<file path="src/rtl/core/ffdl_pkg.sv">
// shared types, constants and register map for the fractional feedback delay line
// no dependencies; compiled first

package ffdl_pkg;

   // payload widths
   localparam int SAMPLE_W   = 16;
   localparam int DELAY_W    = 20;
   localparam int LOOP_LEN_W = 13;

   // default geometry
   localparam int DEPTH_DEFAULT     = 4096;
   localparam int FRAC_BITS_DEFAULT = 8;

   // sample range
   localparam int SAMPLE_MAX = 32767;
   localparam int SAMPLE_MIN = -32768;

   // feedback clamp, 0.99 in q1.15
   localparam logic signed [SAMPLE_W-1:0] PROTECT_POS = 16'sd32440;
   localparam logic signed [SAMPLE_W-1:0] PROTECT_NEG = -16'sd32440;

   // csr port
   localparam int CSR_DATA_W = 32;
   localparam int CSR_ADDR_W = 5;
   localparam int CSR_IDX_W  = 3;

   localparam logic [CSR_IDX_W-1:0] REG_MUTE        = 3'd0;
   localparam logic [CSR_IDX_W-1:0] REG_INTERPOLATE = 3'd1;
   localparam logic [CSR_IDX_W-1:0] REG_HOLD        = 3'd2;
   localparam logic [CSR_IDX_W-1:0] REG_PROTECT     = 3'd3;
   localparam logic [CSR_IDX_W-1:0] REG_LOOP_LENGTH = 3'd4;

   localparam logic [LOOP_LEN_W-1:0] LOOP_LEN_RESET = 13'd2205;

   typedef struct packed {
      logic                  mute;
      logic                  interpolate;
      logic                  hold;
      logic                  gain_limit;
      logic [LOOP_LEN_W-1:0] loop_length;
   } ffdl_cfg_type;

   // controller to datapath
   typedef struct packed {
      logic clear;   // write zero at sweep address
      logic accept;  // latch transaction fields
      logic clamp;   // clamp delay, split integer and fraction
      logic addr;    // tap addresses
      logic rd1;     // read first tap
      logic rd2;     // read second tap, first tap data returns
      logic mix;     // blend taps
      logic fb;      // feedback product
      logic done;    // store write, position advance, result load
   } ffdl_cmd_type;

   // datapath to controller
   typedef struct packed {
      logic clear_last;
      logic out_free;
   } ffdl_sts_type;

endpackage

</file>
<file path="src/rtl/core/ffdl_csr.sv">
// apb-style configuration registers of the delay line
// depends on ffdl_pkg

module ffdl_csr
   import ffdl_pkg::*;
(
   input  logic                  clock,
   input  logic                  reset,
   input  logic                  csr_psel,
   input  logic                  csr_penable,
   input  logic                  csr_pwrite,
   input  logic [CSR_ADDR_W-1:0] csr_paddr,
   input  logic [CSR_DATA_W-1:0] csr_pwdata,
   output logic [CSR_DATA_W-1:0] csr_prdata,
   output logic                  csr_pready,
   output ffdl_cfg_type          cfg
);

   ffdl_cfg_type           cfg_ff;
   logic [CSR_IDX_W-1:0]   idx;
   logic                   wr_en;

   assign idx        = csr_paddr[CSR_ADDR_W-1:2];
   assign csr_pready = 1'b1;
   assign wr_en      = csr_psel && csr_penable && csr_pwrite && csr_pready;
   assign cfg        = cfg_ff;

   always_ff @(posedge clock) begin
      if (reset) begin
         cfg_ff.mute        <= 1'b0;
         cfg_ff.interpolate <= 1'b0;
         cfg_ff.hold        <= 1'b0;
         cfg_ff.gain_limit  <= 1'b0;
         cfg_ff.loop_length <= LOOP_LEN_RESET;
      end else if (wr_en) begin
         unique case (idx)
            REG_MUTE:        cfg_ff.mute        <= csr_pwdata[0];
            REG_INTERPOLATE: cfg_ff.interpolate <= csr_pwdata[0];
            REG_HOLD:        cfg_ff.hold        <= csr_pwdata[0];
            REG_PROTECT:     cfg_ff.gain_limit  <= csr_pwdata[0];
            REG_LOOP_LENGTH: cfg_ff.loop_length <= csr_pwdata[LOOP_LEN_W-1:0];
            default: ;
         endcase
      end
   end

   always_comb begin
      unique case (idx)
         REG_MUTE:        csr_prdata = CSR_DATA_W'(cfg_ff.mute);
         REG_INTERPOLATE: csr_prdata = CSR_DATA_W'(cfg_ff.interpolate);
         REG_HOLD:        csr_prdata = CSR_DATA_W'(cfg_ff.hold);
         REG_PROTECT:     csr_prdata = CSR_DATA_W'(cfg_ff.gain_limit);
         REG_LOOP_LENGTH: csr_prdata = CSR_DATA_W'(cfg_ff.loop_length);
         default:         csr_prdata = '0;
      endcase
   end

endmodule

</file>
<file path="config.mk">
export PLATFORM = sky130hd
export DESIGN_NAME = ffdl_csr
export DESIGN_NICKNAME = d
export VERILOG_FILES = /design/src/rtl/core/ffdl_pkg.sv /design/src/rtl/core/ffdl_csr.sv
export SDC_FILE = /design/constraint.sdc
export NUM_CORES = 1
export LEC_CHECK = 0
export ABC_AREA = 1
export ABC_CLOCK_PERIOD_IN_PS = 1100
export BUFFER_PORTS_ARGS = -buffer_cell sky130_fd_sc_hd__buf_4
export CORE_AREA = 3 3 58 60
export DETAILED_ROUTE_END_ITERATION = 7
export DIE_AREA = 0 0 61 63
export GPL_TIMING_DRIVEN = 1
export PLACE_DENSITY = 0.73
export SYNTH_ARGS = -nofsm -noshare
export SYNTH_HDL_FRONTEND = slang
export SYNTH_SLANG_ARGS = --single-unit
</file>
<file path="constraint.sdc">
create_clock -name clock -period 1.1 [get_ports clock]
set_input_delay 0.055 -clock clock [delete_from_list [all_inputs] [get_ports clock]]
set_output_delay 0.055 -clock clock [all_outputs]
set_load 0.03 [all_outputs]
</file>
Word-level counts from Yosys, hierarchy flattened
Cells that the tools add are included.
{"block": "op_classes", "bitwise_logic": 0, "order_cmp": 0, "n_shift": 0, "mux": 1, "addsub": 0, "n_div": 0, "multipliers": 0, "reduce_logical": 8, "n_eq_ne": 4}
{"op": "13-bit case mux with 5 select lines", "n": 1}
{"op": "2-bit AND reduction", "n": 5}
{"op": "3-bit by 2-bit == test with 1-bit output (second input constant)", "n": 2}
{"op": "3-bit by 1-bit == test with 1-bit output (second input constant)", "n": 1}
{"op": "3-bit == test (second input constant)", "n": 1}
{"op": "3-bit logical NOT", "n": 1}
{"op": "1-bit logical AND", "n": 2}
{"block": "word_totals", "mem_bits_rw": 0, "mem_count": 0, "output_inout_bits": 50, "latch_bits": 0, "romBits": 0, "reg_bits": 17, "elab_cells": 18}

Longest topological paths before layout
Gate-level depths: netlist (run 1).
{"block": "depth", "word_depth": 3, "mapped_depth": 6, "ltp_nobuf": 6}

Worst setup path after synthesis (run 1)
No wires, ideal clock.
{"block": "synth_timing", "kind": "register to output", "startpoint": "register cfg_ff (netlist bit cfg[10])", "endpoint": "output port csr_prdata[10]", "stages_incl_launch_ff": 3, "required_ps": 1045, "arrival_ps": 1009, "setup_slack_ps": 36, "path_cell_list": "dfxtp_1 inv_1 nor2_1"}
{"block": "synth_between", "elab_chain_len": 1}
{"item": "from (decl)", "line_no": "ffdl_csr.sv:19", "source": "ffdl_cfg_type cfg_ff;"}
{"item": "13-bit case mux with 5 select lines", "line_no": "ffdl_csr.sv:48", "source": "unique case (idx)"}
{"item": "to (decl)", "line_no": "ffdl_csr.sv:14", "source": "output logic [CSR_DATA_W-1:0] csr_prdata,"}
Every way passes these cells.

Worst setup path in the final report (run 1)
{"block": "layout_timing", "startpoint": "register cfg_ff (netlist bit cfg[0])", "endpoint": "output port csr_prdata[0]"}
Same word-level chain as after synthesis.

==> impl_metrics.ini, run 1 <==
[floorplanning]
core_mm2 = 0.002978
die_area_mm2 = 0.003843
row_count = 20
die_h_um = 63
initial_utilization = 0.3609
die_x_um = 61
io_pins = 92

[routing]
vias = 1073
post_drt_wl_per_cell_um = 9.880
drt_pass1_iterations = 4
final_antenna_net_count = 0
drcViolationCount = 0
vias_per_cell = 4.159
drt_iter0_drc = 15
drt-total-wl_um = 2549

[worst_setup_path]
cp-end-kind = primary output
critPathBufInv = 1
cp.required_ns = 1.04
slowest_stage = dfxtp_2
crit_arrival_ns = 1.06
crit_type = reg -> out
cp_cell_sequence = nand3_1 > nand2_1 > nor2_1 > nand2_1 > buf_6
cp_common_cell = nand2_1
startpoint_type = register
cpPeakStageDelay_ns = 0.33
worst-path-max-fanout = 2
cp_top_family = flip-flops

[yosys]
syn_area_per_cell_um2 = 6.514
synth_area_leader_cell = dfxtp_1
yosysMostFrequentCell = nand2_1
synth_top_area_frac = 0.3166
ys_top_cells_by_count = nand2_1, nor2_1, inv_1
synth_cell_types = 17
synth_seq_area_share = 0.3166
synth_edf_count = 0
synth-seq-cells = 17
synth.area.top_cells = dfxtp_1, buf_4, nand2_1
synthesis.area_mm2 = 0.001075
netlist_instances = 165
synthFlopType = dfxtp_1
yosys_warnings = 0
async_flop_share = 0

[clock_network]
clk_latency_ns = 0.29
cts_sinks = 17
clock_path_buffers = 2
cts_htree_levels = 1
clk_pin_slew_worst_paths_ns = 0.11
cts_made_buffers = 3
cts_tree = built
cts_root_buf = clkbuf_4

[grt]
grt_overflow = 0
grt_pass1_vias = 972
grt_max_degree = 18
grt_pass1_wl_um = 4084
antenna_found_initial = 0
grt_use_total = 0.1384

[sta]
drv_slew = 0
fin_ws_ns = -0.01895
finalCriticalPeriod_ns = 1.119
final.setup_skew_ns = 0
max_freq_mhz = 893.7
hold_viol = 0
setup_viol = 1
rsz0062_at_grt = yes
finalCritPeriodShare = 1.017

[layout]
stdcell_area_mm2 = 0.001535
fill_cells = 303
area_growth_pct = 42.84
largest_register_ffs = 17
layout-drive-gt1-share = 0.3911
fin_util = 0.5155
finalNetCount = 268
fin_cells = 258
n_antenna_cell = 0

[placed_design]
place_area_mm2 = 0.001396
place.gp.congestion = 0.7185
post-place-ws_ns = 0.08746
io_buffer_count = 50
dp_hpwl_um = 1864
place_inst = 244

[power]
powerDensity_mw_per_mm2 = 858.0
vdd_drop_max_uv = 514.7
p_leak_nw = 0.8615
p_total_w = 0.001317

[outcome]
status = complete, but fails checks
violations = setup timing

[worst_hold_path]
hold_class = in -> reg

[run]
maxCapViolations = 0
placed cells by master, fill, tap and decap left out, drive strengths merged:
master and n:
nand2 33, clkbuf 3, dlygate4sd3 6, nand3 20, clkinv 2, conb 20, a21oi 3, inv 24
nand4 2, dfxtp 17, nor2 39, buf 56
path summary, 6_finish.rpt:
path / from / end / slack [ns] / cells past startpoint
worst max register to register: cfg[15] / cfg[15] / 0.37 / 3
worst min-delay path: csr_pwdata[6] / cfg[6] / 0.06 / 5
worst max-delay path: cfg[0] / csr_prdata[0] / -0.02 / 5
worst min register to register: cfg[4] / cfg[4] / 0.47 / 2
report_power, final:
group / switching [W] / internal, W
clock: 0.000216 / 0.000136
combinational: 0.000224 / 0.000111
sequential: 0.00000581 / 0.000624
worst register-to-register path: stages (launching register included):
cell     delay, ns
dfxtp_2       0.34
buf_4         0.13
a21oi_1       0.12
nor2_1        0.06
metrics by stage:
| stage | hold WS (ns) | setup TNS [ns] |
|---|---|---|
| CTS | 0.05461 | -0.03286 |
| global route | 0.1246 | -0.07381 |
| global placement | 0.2647 | 0 |
| floorplan | 0.1811 | 0 |
| finish | 0.06192 | -0.01895 |
| detailed placement | 0.2717 | 0 |
area by class of cell:
cell class | count | area (µm²) | area share
Multi-Input combinational cell | 117 | 533.0 | 0.3472
Timing Repair Buffer | 62 | 484.2 | 0.3154
Sequential cell | 17 | 355.3 | 0.2315
Inverter | 25 | 93.84 | 0.06112
Tap cell | 33 | 41.29 | 0.02689
Clock buffer | 3 | 22.52 | 0.01467
Clock inverter | 1 | 5.005 | 0.003260
kinds of logic after synthesis:
logic type | Yosys count | synth area share
buffers and inverters | 49 | 0.2526
and+or+nand+nor | 94 | 0.4098
other | 2 | 0.006987
DFF | 17 | 0.3167
AOI/OAI and AO/OA | 3 | 0.01397
metal layers:
metal | vias to the layer above | GRT usage | share of wire
met5 | - | 0 | 0
met4 | 0 | 0.05691 | 0.014
met3 | 4 | 0.01860 | 0.052
met2 | 34 | 0.2567 | 0.52
met1 | 460 | 0.1488 | 0.42
li1 | 575 | - | -
timing repair:
item | in CTS | in global routing
hold buffers | 6 | 0
gates resized for setup | 5 | 9
endpoints found under the hold margin | 6 | 0
endpoints found under the setup margin | 1 | 9
setup buffers | 3 | 1
pin swaps | 0 | 1
Power figures use the tool's default switching activity.
==> run 2: changes to the inputs <==
PLACE_DENSITY = 0.89   (was 0.73)
==> impl_metrics.ini, run 2 (synthesis gave the netlist of run 1 again) <==
[outcome]
status = complete, but fails checks
violations = setup timing

[clock_network]
clock_path_buffers = 2
cts_sinks = 17
cts_root_buf = clkbuf_4
cts_tree = built
cts_htree_levels = 1
cts_made_buffers = 3
clk_latency_ns = 0.29
clk_pin_slew_worst_paths_ns = 0.11

[worst_hold_path]
holdCritStartpoint = csr_pwdata[6]
hold_class = in -> reg
whs_path_depth = 5
hold_end = cfg[6]

[sta]
hold_viol = 0
drv_slew = 0
max_freq_mhz = 874.0
rsz0062_at_grt = yes
fin_ws_ns = -0.04413
finalCritPeriodShare = 1.040
final.setup_skew_ns = 0
finalCriticalPeriod_ns = 1.144
hold-worst-slack_ns = 0.07379
setup_viol = 1

[layout]
n_antenna_cell = 0
layout-drive-gt1-share = 0.3850
final_cell_mix = buf_4, nand2_1, nor2_1, inv_1
area_growth_pct = 43.19
fin_util = 0.5168
largest_register_ffs = 17
final_common_cell = buf_4
fill_cells = 319
stdcell_area_mm2 = 0.001539
finalNetCount = 269

[grt]
grt_pass1_wl_um = 4319
grt_pass1_vias = 998
grt_overflow = 0
grt_max_degree = 18
grt_use_total = 0.1441
antenna_found_initial = 0

[worst_setup_path]
slowest_stage = dfxtp_2
cp-end-kind = primary output
reg2reg_from = cfg[16]
cpPeakStageDelay_ns = 0.34
cp_common_cell = nand2_1
crit_arrival_ns = 1.09
r2r_end = cfg[16]
cp_cell_sequence = nand4_1 > nand2_1 > nor2_1 > nand2_1 > buf_6
cp.required_ns = 1.04
r2r_cells = 3
startpoint_type = register
worst-path-max-fanout = 2
rrSetupSlack_ns = 0.38
crit_type = reg -> out

[power]
powerDensity_mw_per_mm2 = 855.3
seqPwrFrac = 0.479
p_total_w = 0.001316
comb_power_share = 0.258
vdd_drop_max_uv = 490.8
power.switching_w = 0.0004443
power_frac_clock = 0.264
swShare = 0.3376
p_leak_nw = 0.8646
p_int_w = 0.0008720

[floorplanning]
initial_utilization = 0.3609
die_x_um = 61
row_count = 20
core_mm2 = 0.002978
die_h_um = 63
io_pins = 92
die_area_mm2 = 0.003843

[routing]
drcViolationCount = 0
drt_iter0_drc = 27
final_antenna_net_count = 0
post_drt_wl_per_cell_um = 10.53
vias = 1110
vias_per_cell = 4.286
drt_pass1_iterations = 4
drt-total-wl_um = 2728

[placed_design]
place.gp.congestion = 0.7408
dp_hpwl_um = 1918
io_buffer_count = 50
post-place-ws_ns = 0.06155
place_area_mm2 = 0.001389

[run]
maxCapViolations = 0
run 2: changes by cell type in the layout (fill, tap and decap cells not counted), sizes merged:
cell  previous run  this run
buf             56        57
run 2: layer usage:
metal	track usage	wire length (µm)
met1	0.1677	1081
met2	0.2540	1484
met3	0.03512	148
met4	0.03794	13
met5	0	0
run 2: critical path, delay by kind of cell, from the launching register on:
family,cells,cell delay [ns]
flops,1,0.34
simple gates,4,0.32
buf+inv,1,0.14
run 2: stage by stage:
| stage | cells | TNS, ns |
|---|---|---|
| 2_1_floorplan | 183 | 0 |
| 3_3_place_gp | 243 | 0 |
| 3_5_place_dp | 243 | 0 |
| 4_1_cts | 257 | -0.04529 |
| 5_1_grt | 259 | -0.1121 |
| 6_report | 259 | -0.04413 |
run 2: worst max path at each step:
stage | start | end | cells past startpoint
final | cfg[13] | csr_prdata[0] | 5
after global routing | cfg[15] | csr_prdata[0] | 5
after CTS | cfg[15] | csr_prdata[0] | 5
after detailed placement | csr_paddr[3] | cfg[11] | 6
after global placement | csr_paddr[3] | cfg[3] | 6
after floorplan | cfg[10] | csr_prdata[10] | 2
run 2: layout make-up:
type / instances / area [µm²] / area share
well taps: 33 / 41.29 / 0.02683
clock inverters: 1 / 5.005 / 0.003252
repair buffers: 63 / 491.7 / 0.3195
multi-input cells: 117 / 530.5 / 0.3447
inverters: 25 / 93.84 / 0.06098
clock buffers: 3 / 22.52 / 0.01463
flip-flops and latches: 17 / 354.1 / 0.2301
run 2: timing repair:
item	in CTS	in global routing
pin swaps	1	2
endpoints found under the hold margin	6	0
resized for setup	5	7
endpoints found under the setup margin	1	8
cloned	0	0
buffers inserted	4	2
hold buffers	6	0
run 2: power by group through the flow:
| stage | Clock, W | Sequential, W | Combinational, W |
|---|---|---|---|
| 2_1_floorplan | 0 | 0.000659 | 0.000248 |
| 3_3_place_gp | 0 | 0.000644 | 0.000311 |
| 6_report | 0.000347 | 0.000630 | 0.000339 |
| 4_1_cts | 0.000357 | 0.000630 | 0.000336 |
| 3_5_place_dp | 0 | 0.000644 | 0.000314 |
| 5_1_grt | 0.000381 | 0.000631 | 0.000366 |
