**config.mk**
```make
export PLATFORM = sky130hd
export DESIGN_NAME = ffdl_ctrl
export DESIGN_NICKNAME = d
export VERILOG_FILES = /design/src/rtl/core/ffdl_pkg.sv /design/src/rtl/core/ffdl_ctrl.sv
export SDC_FILE = /design/constraint.sdc
export NUM_CORES = 1
export LEC_CHECK = 0
export BUFFER_PORTS_ARGS = -buffer_cell sky130_fd_sc_hd__buf_4
export CAP_MARGIN = 0
export CORE_AREA = 2 2 39 41
export CTS_CLUSTER_DIAMETER = 40
export DETAILED_ROUTE_END_ITERATION = 6
export DIE_AREA = 0 0 41 43
export PLACE_DENSITY_LB_ADDON = 0.3
export SLEW_MARGIN = 40
export SYNTH_ARGS = -nofsm -noshare
export SYNTH_HDL_FRONTEND = slang
export SYNTH_SLANG_ARGS = --single-unit
export TNS_END_PERCENT = 50
```
**constraint.sdc**
```tcl
create_clock -name clock -period 3.32 [get_ports clock]
set_clock_uncertainty 0.15 [all_clocks]
set_input_delay 0.498 -clock clock [delete_from_list [all_inputs] [get_ports clock]]
set_output_delay 0.498 -clock clock [all_outputs]
set_load 0.05 [all_outputs]
```
**src/rtl/core/ffdl_pkg.sv**
```systemverilog
// shared types, constants and register map for the fractional feedback delay line
// no dependencies; compiled first

package ffdl_pkg;

   // payload widths
   localparam int SAMPLE_W   = 16;
   localparam int DELAY_W    = 20;
   localparam int LOOP_LEN_W = 13;

   // default geometry
   localparam int DEPTH_DEFAULT     = 4096;
   localparam int FRAC_BITS_DEFAULT = 8;

   // sample range
   localparam int SAMPLE_MAX = 32767;
   localparam int SAMPLE_MIN = -32768;

   // feedback clamp, 0.99 in q1.15
   localparam logic signed [SAMPLE_W-1:0] PROTECT_POS = 16'sd32440;
   localparam logic signed [SAMPLE_W-1:0] PROTECT_NEG = -16'sd32440;

   // csr port
   localparam int CSR_DATA_W = 32;
   localparam int CSR_ADDR_W = 5;
   localparam int CSR_IDX_W  = 3;

   localparam logic [CSR_IDX_W-1:0] REG_MUTE        = 3'd0;
   localparam logic [CSR_IDX_W-1:0] REG_INTERPOLATE = 3'd1;
   localparam logic [CSR_IDX_W-1:0] REG_HOLD        = 3'd2;
   localparam logic [CSR_IDX_W-1:0] REG_PROTECT     = 3'd3;
   localparam logic [CSR_IDX_W-1:0] REG_LOOP_LENGTH = 3'd4;

   localparam logic [LOOP_LEN_W-1:0] LOOP_LEN_RESET = 13'd2205;

   typedef struct packed {
      logic                  mute;
      logic                  interpolate;
      logic                  hold;
      logic                  gain_limit;
      logic [LOOP_LEN_W-1:0] loop_length;
   } ffdl_cfg_type;

   // controller to datapath
   typedef struct packed {
      logic clear;   // write zero at sweep address
      logic accept;  // latch transaction fields
      logic clamp;   // clamp delay, split integer and fraction
      logic addr;    // tap addresses
      logic rd1;     // read first tap
      logic rd2;     // read second tap, first tap data returns
      logic mix;     // blend taps
      logic fb;      // feedback product
      logic done;    // store write, position advance, result load
   } ffdl_cmd_type;

   // datapath to controller
   typedef struct packed {
      logic clear_last;
      logic out_free;
   } ffdl_sts_type;

endpackage

```
**src/rtl/core/ffdl_ctrl.sv**
```systemverilog
// sequencer for the delay line: clearing sweep, then one transaction at a time
// depends on ffdl_pkg

module ffdl_ctrl
   import ffdl_pkg::*;
(
   input  logic         clock,
   input  logic         reset,
   input  ffdl_cfg_type cfg,
   input  logic         req_valid,
   output logic         req_ready,
   input  ffdl_sts_type sts,
   output ffdl_cmd_type cmd
);

   localparam logic [3:0] S_CLEAR = 4'd0;
   localparam logic [3:0] S_IDLE  = 4'd1;
   localparam logic [3:0] S_CLAMP = 4'd2;
   localparam logic [3:0] S_ADDR  = 4'd3;
   localparam logic [3:0] S_READ1 = 4'd4;
   localparam logic [3:0] S_READ2 = 4'd5;
   localparam logic [3:0] S_MIX   = 4'd6;
   localparam logic [3:0] S_FB    = 4'd7;
   localparam logic [3:0] S_DONE  = 4'd8;

   logic [3:0] state_ff;
   logic [3:0] state_in;

   assign req_ready = (state_ff == S_IDLE);

   always_comb begin
      cmd      = '0;
      state_in = state_ff;
      unique case (state_ff)
         S_CLEAR: begin
            cmd.clear = 1'b1;
            if (sts.clear_last) state_in = S_IDLE;
         end
         S_IDLE: begin
            if (req_valid) begin
               cmd.accept = 1'b1;
               state_in   = cfg.mute ? S_DONE : S_CLAMP;
            end
         end
         S_CLAMP: begin
            cmd.clamp = 1'b1;
            state_in  = S_ADDR;
         end
         S_ADDR: begin
            cmd.addr = 1'b1;
            state_in = S_READ1;
         end
         S_READ1: begin
            cmd.rd1  = 1'b1;
            state_in = S_READ2;
         end
         S_READ2: begin
            cmd.rd2  = 1'b1;
            state_in = cfg.interpolate ? S_MIX : S_FB;
         end
         S_MIX: begin
            cmd.mix  = 1'b1;
            state_in = S_FB;
         end
         S_FB: begin
            cmd.fb   = 1'b1;
            state_in = S_DONE;
         end
         S_DONE: begin
            if (sts.out_free) begin
               cmd.done = 1'b1;
               state_in = S_IDLE;
            end
         end
         default: state_in = S_IDLE;
      endcase
   end

   always_ff @(posedge clock) begin
      if (reset) begin
         state_ff <= S_CLEAR;
      end else begin
         state_ff <= state_in;
      end
   end

endmodule

```
## After elaboration in Yosys (flattened, before gate mapping)

Index checks and enable logic that the tools add are counted.

| storage, ports and cells | value |
|---|---|
| logic and storage cells | 31 |
| register bits after elaboration | 4 |

| cells by class | value |
|---|---|
| equal/unequal tests | 11 |
| reductions and logical operators | 2 |
| muxes and demuxes | 17 |

Operators by type and width:

| kind | number |
|---|---|
| case mux 4 bit (9 select lines) | 1 |
| equality test 4 x 3 -> 1 bit (second input constant) | 4 |
| 2-to-1 mux 4 bit | 4 |
| 2-to-1 mux 1 bit | 12 |
| equality test 4 x 2 -> 1 bit (second input constant) | 2 |
| != test 2 bit (second input constant) | 3 |
| equality test 4 x 1 -> 1 bit (second input constant) | 1 |
| equality test 4 bit (second input constant) | 1 |
| zero test 4 bit | 1 |
| AND reduction 3 bit | 1 |

## Logic depth before layout (Yosys ltp)

Gate-level depths: netlist of run 1.

| depth | value |
|---|---|
| depth in word-level cells | 3 |
| depth in mapped cells | 4 |

## Worst setup path before layout of run 1

No wires, ideal clock.

| path | value |
|---|---|
| path kind | reg2out |
| start | register state_ff[2] |
| end | output port cmd[7] (netlist bit) |
| arrival | 1.764 ns |
| cell stages (with the launch flop) | 5 |
| slack | 0.908 ns |
| path buffers | 1 |
| cells stage by stage | dfxtp_1 > buf_6 > nand2b_1 > nor3_2 > and2_1 |

RTL lines:

| what | RTL line | source |
|---|---|---|
| start, declared | ffdl_ctrl.sv:26 | `logic [3:0] state_ff;` |
| start signal, assigned | ffdl_ctrl.sv:83 | `state_ff <= state_in;` |
| end, declared | ffdl_ctrl.sv:13 | `output ffdl_cmd_type cmd` |

==> run summary, run 1 <==
status = completed
Reg power frac = 33.7%
via count = 324
area of the mapped netlist = 345 sq um
post-synthesis sequential area ratio = 23.2%
DP Area = 444 sq um
CTS Sinks = 4
Critical Path Slowest Stage Cell = dfxtp_1
Yosys reg bits = 4
largest net degree at the start of global routing = 13
Clock Latency Late Sink = 0.23 ns
critical path class = flip-flop to output pin
die width = 41 um
commonest non-fill, non-tap cell in the layout = buf_4
final setup vio count = 0
antenna viol nets, final = 0
Pleak = 0.000206 uW
crit path cell chain = nor4b_1, and2_1, buf_4
DR iter-0 viols = 3
number of global-route vias before repair = 281
initial antenna violation count = 0
critical path arrival = 1.48 ns
Max IR drop VDD = 0.0000913 V
Routed Wire Length = 684 um
cell area power density = 384 mW/mm^2
max FFs per register = 4
Num CTS Buffers = 3
Total Power = 179 uW
Reg with most FFs = state_ff
average size of a mapped cell = 8.22 sq um
die height = 43 um
Placer Congestion = 0.666
switching pwr = 62.4 uW
DRT Pass-1 Iters = 3
Max Cap Violations = 0
Fmax = 470 MHz
H-tree levels = 1
Final Hold Fails = 0
internal power = 117 uW
IO buf count = 16
post-route setup TNS = 0 ns
synth unique cells = 21
total track usage = 9.13%
Ys Warns = 0
total I/O pin count = 32
required time of the critical path = 2.67 ns
drt via density = 4.44
Max-slew headroom = 68.3%
share of layout cells above drive strength 1 = 38.6%
Synthesized Nets = 64
first-pass GRT wire length = 1.04 mm
P&R area growth vs syn = 35.1%
Worst Hold Class = input port to flip-flop
CTS clk-pin slew, worst paths = 0.04 ns
Worst setup SP type = flip-flop
slowest stage delay, CP = 0.53 ns
fin crit share = 64.0%
core area = 0.00138 sq mm
routed len/inst = 9.37 um
post-DP HPWL = 514 um
worst slew pin tran = 0.474 ns
Crit. End Element = output pin
die area = 0.00176 sq mm
Overflow after GRT = 0
CTS max path bufs = 2
logic gate share of total power = 33.1%
crit-path max FO = 9
biggest regs = state_ff (4)
post-CTS sizing = 0
Cell Count Post-Placement = 70
most frequent cells in the layout = buf_4, nand2b_1, nor3_1, dfxtp_1
CTS Hold Bufs = 0
setup bufs post-CTS = 0
CTS Root Cell = clkbuf_4
Clk pwr share = 33.2%
Switching Share = 34.8%
RSZ-0062 raised after global routing = false
row cnt = 14
ant diodes = 0
Final Core Density = 33.7%
count of pins over their slew limit = 0
Finished Layout Cells = 73
Final #Nets = 81
initial core utilization = 25.0%
min Tclk post-route = 2.13 ns
Post-Synthesis Cells = 42
CTS tree = yes
DRC = 0
final instance area = 467 sq um
[critical path: cells and delay by family (launching register included)]
family | cells | cell delay (ns)
buf+inv | 1 | 0.19
simple gates | 2 | 0.53
flops | 1 | 0.53
[power by group through the flow]
| stage | clock network (uW) | logic, uW | registers (uW) |
|---|---|---|---|
| 2_1_floorplan | 0 | 53.5 | 53.6 |
| 3_3_place_gp | 0 | 60.0 | 61.4 |
| 3_5_place_dp | 0 | 60.2 | 61.3 |
| 4_1_cts | 63.5 | 60.2 | 60.6 |
| 5_1_grt | 62.9 | 63.9 | 61.1 |
| 6_report | 59.6 | 59.3 | 60.4 |
[Yosys cell counts (all sizes together)]
library cell	instances	area share (%)
nand2	2	2.2
and2	3	5.4
nor2b	3	5.4
nor4bb	1	2.9
nor4	1	6.2
and3	1	1.8
a211oi	1	2.2
nor4b	1	2.5
nor2	3	3.3
mux2	1	4.3
xor2	1	2.5
nor3	5	8.7
nand2b	5	9.1
dfxtp	4	23
o21ai	3	4.3
inv	1	1.1
a21oi	2	2.9
buf	4	12
[area by class of cell]
class,instances,area [sq um]
Timing Repair Buffer,16,120
Fill cell,158,917
Tap cell,16,20.0
Clock buffer,3,22.5
Inverter,1,3.75
Multi-Input combinational cell,33,220
Sequential cell,4,80.1
[through the flow]
step                      setup slack (ns)  hold slack, ns
after floorplan                      0.908           0.382
after global placement                1.42           0.507
after detailed placement              1.42           0.524
after CTS                             1.17           0.291
after global routing                  1.12           0.320
final                                 1.19           0.301
[worst paths after layout]
path                                 start                       end  slack (ns)  cells past startpoint
hold reg to reg   state_ff[3]$_SDFFE_PP0P_  state_ff[2]$_SDFFE_PP0P_        0.51                      1
setup reg to reg  state_ff[2]$_SDFFE_PP0P_  state_ff[0]$_SDFFE_PP0P_        1.92                      3
setup / recovery  state_ff[3]$_SDFFE_PP0P_                    cmd[0]        1.19                      3
hold / removal                       reset  state_ff[3]$_SDFFE_PP0P_        0.30                      2
[kinds of logic (layout without fill, tap and decap cells)]
family | Yosys count | after routing | synth area share, %
AO/OA/AOI/OAI | 6 | 6 | 9.42
XOR/XNOR | 1 | 1 | 2.54
buffers and inverters | 5 | 20 | 13.0
flip-flops | 4 | 4 | 23.2
multiplexers | 1 | 1 | 4.35
AND/OR/NAND/NOR | 25 | 25 | 47.5
[routing by layer]
layer	vias up	routed length [um]	track usage, %
li1	175	-	-
met1	141	292	9.29
met2	8	361	13.8
met3	0	30	0
met4	0	0	12.0
met5	-	0	0
No activity file was read; power rests on OpenSTA's default activity.
==> run 2, diff against run 1 <==
==> constraint.sdc (replaced) <==
create_clock -name clock -period 2.11 [get_ports clock]
set_clock_uncertainty 0.15 [all_clocks]
set_input_delay 0.3165 -clock clock [delete_from_list [all_inputs] [get_ports clock]]
set_output_delay 0.3165 -clock clock [all_outputs]
set_load 0.05 [all_outputs]
==> run 2 against run 1 <==
Compared with the run above:
- non-clock buffer count up 1
- hold slack worse by 0.19 ns
- count of clock-buffer cells in the layout unchanged
- via count up 5.2%
- sequential power up 57%
- register-to-register slack worse by 1.2 ns
- die area unchanged
- clock power up 58%
- first-iteration DRC count rose to 3.7 times the previous value
- final cell count up 1.4%
- wire length up 13%
- sequential share of layout area down 0.49 points
- largest cell class unchanged
==> run summary, run 2 (synthesis results as in run 1) <==
status = completed (unchanged)
critical path class = flip-flop to output pin (unchanged)
CTS tree = yes (unchanged)
Pleak = 0.000209 uW (was 0.000206 uW)
Final #Nets = 82 (was 81)
crit-path max FO = 11 (was 9)
logic gate share of total power = 34.2% (was 33.1%)
min Tclk post-route = 1.94 ns
Placer Congestion = 0.643 (was 0.666)
internal power = 186 uW (was 117 uW)
FF-to-FF Start = state_ff[2]$_SDFFE_PP0P_ (unchanged)
die area = 0.00176 sq mm (unchanged)
Hold Crit Start = reset (unchanged)
antenna viol nets, final = 0 (unchanged)
largest net degree at the start of global routing = 13 (unchanged)
Critical Path Slowest Stage Cell = dfxtp_1 (unchanged)
DRC = 0 (unchanged)
setup bufs post-CTS = 0 (unchanged)
Switching Share = 35.2% (was 34.8%)
slowest stage delay, CP = 0.44 ns (was 0.53 ns)
fin crit share = 92.0%
critical path arrival = 1.47 ns (was 1.48 ns)
initial antenna violation count = 0 (unchanged)
Top Family by Delay on Critical Path = simple AND/OR/NAND/NOR gates (was flip-flops)
CTS Sinks = 4 (unchanged)
Reg power frac = 33.0% (was 33.7%)
count of pins over their slew limit = 0 (unchanged)
Worst setup SP type = flip-flop (unchanged)
crit path cell chain = nor4b_1, and2_1, buf_4 (unchanged)
cell area power density = 598 mW/mm^2 (was 384 mW/mm^2)
Clk pwr share = 32.9% (was 33.2%)
Fmax = 515 MHz
ant diodes = 0 (unchanged)
Max Cap Violations = 0 (unchanged)
Routed Wire Length = 771 um (was 684 um)
final setup vio count = 0 (unchanged)
worst reg2reg path depth = 3 (unchanged)
Num CTS Buffers = 3 (unchanged)
Reg with most FFs = state_ff (unchanged)
required time of the critical path = 1.64 ns (was 2.67 ns)
drt via density = 4.61 (was 4.44)
CTS Root Cell = clkbuf_4 (unchanged)
worst path bufs/invs = 1 (unchanged)
RSZ-0062 raised after global routing = false (unchanged)
routed len/inst = 10.4 um (was 9.37 um)
worst slew pin tran = 0.502 ns (was 0.474 ns)
H-tree levels = 1 (unchanged)
cell count of the worst hold path = 2 (unchanged)
initial core utilization = 25.0% (unchanged)
post-route setup TNS = 0 ns (unchanged)
most frequent cells in the layout = buf_4, nand2b_1, nor3_1, dfxtp_1 (unchanged)
switching pwr = 101 uW (was 62.4 uW)
share of layout cells above drive strength 1 = 39.7% (was 38.6%)
core area = 0.00138 sq mm (unchanged)
Hold EP = state_ff[3]$_SDFFE_PP0P_ (unchanged)
final instance area = 480 sq um (was 467 sq um)
first-pass GRT wire length = 1.15 mm (was 1.04 mm)
Final Hold Fails = 0 (unchanged)
r2r setup slk = 0.69 ns (was 1.92 ns)
CTS Hold Bufs = 0 (unchanged)
total track usage = 10.4% (was 9.13%)
die width = 41 um (unchanged)
CTS max path bufs = 2 (unchanged)
post-DP HPWL = 561 um (was 514 um)
IO buf count = 16 (unchanged)
P&R area growth vs syn = 39.1% (was 35.1%)
biggest regs = state_ff (4) (unchanged)
CTS clk-pin slew, worst paths = 0.04 ns (about the same)
die height = 43 um (unchanged)
Worst Hold Class = input port to flip-flop (unchanged)
Max IR drop VDD = 0.000110 V (was 0.0000913 V)
WP depth = 3 (unchanged)
DR iter-0 viols = 11 (was 3)
row cnt = 14 (unchanged)
post-CTS sizing = 0 (unchanged)
Fill cells = 156 (was 158)
DRT Pass-1 Iters = 2 (was 3)
Overflow after GRT = 0 (unchanged)
via count = 341 (was 324)
total I/O pin count = 32 (unchanged)
reg-to-reg critical path endpoint = state_ff[0]$_SDFFE_PP0P_ (unchanged)
commonest non-fill, non-tap cell in the layout = buf_4 (unchanged)
DP Area = 458 sq um (was 444 sq um)
Clock Latency Late Sink = 0.23 ns (about the same)
number of global-route vias before repair = 282 (was 281)
Max-slew headroom = 66.5% (was 68.3%)
max FFs per register = 4 (unchanged)
Crit. End Element = output pin (unchanged)
==> run 2: changes by cell type in the layout (fill, tap and decap cells not counted), sizes merged <==
cell / before / now
buf: 16 / 17
==> run 2: layout make-up <==
type / instances / area [sq um] / share of cell area, %
Timing Repair Buffer: 17 / 128 / 26.6
Sequential cell: 4 / 80.1 / 16.7
Clock buffer: 3 / 22.5 / 4.69
Multi-Input combinational cell: 33 / 226 / 47.1
Tap cell: 16 / 20.0 / 4.17
Inverter: 1 / 3.75 / 0.781
==> run 2: stage by stage <==
step	hold slack, ns	power [uW]	std cells	utilization, %	setup slack, ns
final	0.114	287	74	34.7	0.169
after global routing	0.116	302	74	34.7	0.0739
after CTS	0.107	293	74	34.7	0.148
after detailed placement	0.355	195	71	33.1	0.403
after global placement	0.358	195	71	33.1	0.428
after floorplan	0.236	171	42	-	-0.0466
==> run 2: power by group through the flow <==
stage | Combinational (uW) | Sequential [uW] | Clock, uW
floorplan | 86.8 | 84.3 | 0
global placement | 98.2 | 96.4 | 0
detailed placement | 99.0 | 95.9 | 0
CTS | 99.2 | 94.8 | 98.6
global route | 104 | 96.1 | 102
finish | 98.1 | 94.7 | 94.4
==> run 2: how the worst max path moves through the flow <==
stage	slack, ns	end	startpoint
2_1_floorplan	-0.05	cmd[6]	state_ff[1]$_SDFFE_PP0P_
3_3_place_gp	0.43	cmd[7]	state_ff[2]$_SDFFE_PP0P_
3_5_place_dp	0.40	cmd[7]	state_ff[2]$_SDFFE_PP0P_
4_1_cts	0.15	cmd[7]	state_ff[2]$_SDFFE_PP0P_
5_1_grt	0.07	cmd[7]	state_ff[2]$_SDFFE_PP0P_
6_report	0.17	cmd[0]	state_ff[2]$_SDFFE_PP0P_
==> run 2: metal layers <==
layer	global-route usage, %	up-vias	part of all wire (%)
met1	11.9	149	42
li1	-	176	-
met5	0	-	0
met4	14.0	0	4.4
met2	14.1	12	49
met3	0	4	4.3
==> run 3, diff against run 2 <==
--- a/config.mk
+++ b/config.mk
@@ -11,6 +11,7 @@
 export CTS_CLUSTER_DIAMETER = 40
 export DETAILED_ROUTE_END_ITERATION = 6
 export DIE_AREA = 0 0 41 43
+export MAX_ROUTING_LAYER = met4
 export PLACE_DENSITY_LB_ADDON = 0.3
 export SLEW_MARGIN = 40
 export SYNTH_ARGS = -nofsm -noshare
==> run 3 against run 2 <==
Compared with the run above:
- core utilization stayed put
- sequential share of layout area stayed put
- maximum frequency is 0.14% lower
- final cell count stayed put
- flip-flop and latch count stayed put
- hold slack hardly changed
- clock power hardly changed
- setup slack worse by 0.0027 ns
- critical path depth is 1 higher
- die area stayed put
- count of clock-buffer cells in the layout stayed put
- highest routed layer unchanged
==> run summary, run 3 (synthesis results as in run 1) <==
status = completed (unchanged)
reg-to-reg critical path endpoint = state_ff[0]$_SDFFE_PP0P_ (unchanged)
CTS clk-pin slew, worst paths = 0.04 ns (about the same)
Final #Nets = 82 (unchanged)
Setup crit end = cmd[7] (was cmd[0])
CTS Sinks = 4 (unchanged)
Reg with most FFs = state_ff (unchanged)
initial core utilization = 25.0% (unchanged)
Max IR drop VDD = 0.000110 V (about the same)
slowest stage delay, CP = 0.60 ns (was 0.44 ns)
Crit. End Element = output pin (unchanged)
drt via density = 4.58 (was 4.61)
initial antenna violation count = 0 (unchanged)
r2r setup slk = 0.69 ns (about the same)
Top Family by Delay on Critical Path = flip-flops (was simple AND/OR/NAND/NOR gates)
via count = 339 (was 341)
Critical Path Slowest Stage Cell = dfxtp_1 (unchanged)
first-pass GRT wire length = 1.15 mm (unchanged)
Overflow after GRT = 0 (unchanged)
largest net degree at the start of global routing = 13 (unchanged)
FF-to-FF Start = state_ff[2]$_SDFFE_PP0P_ (unchanged)
cell area power density = 598 mW/mm^2 (about the same)
worst reg2reg path depth = 3 (unchanged)
count of pins over their slew limit = 0 (unchanged)
worst setup path startpoint = state_ff[2]$_SDFFE_PP0P_ (unchanged)
Fmax = 515 MHz (about the same)
die height = 43 um (unchanged)
CTS max path bufs = 2 (unchanged)
biggest regs = state_ff (4) (unchanged)
fin crit share = 92.1% (was 92.0%)
Max Cap Violations = 0 (unchanged)
worst slack, placed = 0.403 ns (unchanged)
Worst Hold Class = input port to flip-flop (unchanged)
Fill cells = 156 (unchanged)
Placer Congestion = 0.648 (was 0.643)
CTS tree = yes (unchanged)
Clock Latency Late Sink = 0.23 ns (about the same)
core area = 0.00138 sq mm (unchanged)
ant diodes = 0 (unchanged)
most frequent cells in the layout = buf_4, nand2b_1, nor3_1, dfxtp_1 (unchanged)
setup ws final = 0.167 ns (was 0.169 ns)
number of global-route vias before repair = 283 (was 282)
share of layout cells above drive strength 1 = 39.7% (unchanged)
post-CTS sizing = 0 (unchanged)
routed len/inst = 10.4 um (about the same)
Routed Wire Length = 773 um (was 771 um)
row cnt = 14 (unchanged)
Final Core Density = 34.7% (unchanged)
WP depth = 4 (was 3)
CTS Hold Bufs = 0 (unchanged)
crit-path max FO = 11 (unchanged)
total I/O pin count = 32 (unchanged)
antenna viol nets, final = 0 (unchanged)
DRC = 0 (unchanged)
critical path arrival = 1.48 ns (was 1.47 ns)
RSZ-0062 raised after global routing = false (unchanged)
worst hold slack = 0.114 ns (about the same)
worst slew pin tran = 0.502 ns (about the same)
Pleak = 0.000209 uW (unchanged)
final setup vio count = 0 (unchanged)
Worst setup SP type = flip-flop (unchanged)
die width = 41 um (unchanged)
Max-slew headroom = 66.5% (about the same)
IO buf count = 16 (unchanged)
die area = 0.00176 sq mm (unchanged)
max FFs per register = 4 (unchanged)
required time of the critical path = 1.64 ns (about the same)
Num CTS Buffers = 3 (unchanged)
H-tree levels = 1 (unchanged)
worst path bufs/invs = 1 (unchanged)
setup bufs post-CTS = 0 (unchanged)
post-DP HPWL = 561 um (unchanged)
total track usage = 10.6% (was 10.4%)
P&R area growth vs syn = 39.1% (unchanged)
commonest non-fill, non-tap cell in the layout = buf_4 (unchanged)
CTS Root Cell = clkbuf_4 (unchanged)
DR iter-0 viols = 12 (was 11)
Final Hold Fails = 0 (unchanged)
critical path class = flip-flop to output pin (unchanged)
DRT Pass-1 Iters = 2 (unchanged)
min Tclk post-route = 1.94 ns (about the same)
crit path cell chain = nand2b_1, nor3_4, and2_1, buf_4 (was nor4b_1, and2_1, buf_4)
-- run 3: worst register-to-register path: cells and delay by family (launching register included) --
family           cells  cell delay [ns]
DFF                  1             0.44
and+or+nand+nor      3             0.73
-- run 3: stage by stage --
| stage | total power [uW] | area [sq um] | TNS (ns) | cells |
|---|---|---|---|---|
| floorplan | 171 | 352 | -0.0466 | 42 |
| global placement | 195 | 458 | 0 | 71 |
| finish | 287 | 480 | 0 | 74 |
| detailed placement | 195 | 458 | 0 | 71 |
| CTS | 293 | 480 | 0 | 74 |
| global route | 302 | 480 | 0 | 74 |
-- run 3: how the worst min path moves through the flow --
stage,start,end,slack [ns],depth (start not counted)
3_3_place_gp,reset,state_ff[3]$_SDFFE_PP0P_,0.36,2
5_1_grt,reset,state_ff[3]$_SDFFE_PP0P_,0.12,2
3_5_place_dp,reset,state_ff[3]$_SDFFE_PP0P_,0.36,2
6_report,reset,state_ff[3]$_SDFFE_PP0P_,0.11,2
4_1_cts,reset,state_ff[3]$_SDFFE_PP0P_,0.11,2
2_1_floorplan,reset,state_ff[3]$_SDFFE_PP0P_,0.24,1
-- run 3: power by group --
part	leakage (uW)	switching (uW)	internal, uW
combinational	0.000162	56.3	41.8
sequential	0.0000327	14.2	80.7
clock	0.0000138	30.9	63.6
-- run 3: layout make-up --
| class | instances | area (sq um) | share of cell area (%) |
|---|---|---|---|
| repair buffers | 17 | 128 | 26.6 |
| flip-flops and latches | 4 | 80.1 | 16.7 |
| multi-input cells | 33 | 226 | 47.1 |
| inverters | 1 | 3.75 | 0.781 |
| well taps | 16 | 20.0 | 4.17 |
| clock buffers | 3 | 22.5 | 4.69 |
-- run 3: routing by layer --
layer / GRT usage, % / wire length, um / vias to the layer above
li1: - / - / 176
met4: 14.0 / 34 / 0
met1: 11.9 / 328 / 147
met3: 0 / 33 / 4
met5: - / 0 / -
met2: 14.1 / 377 / 12
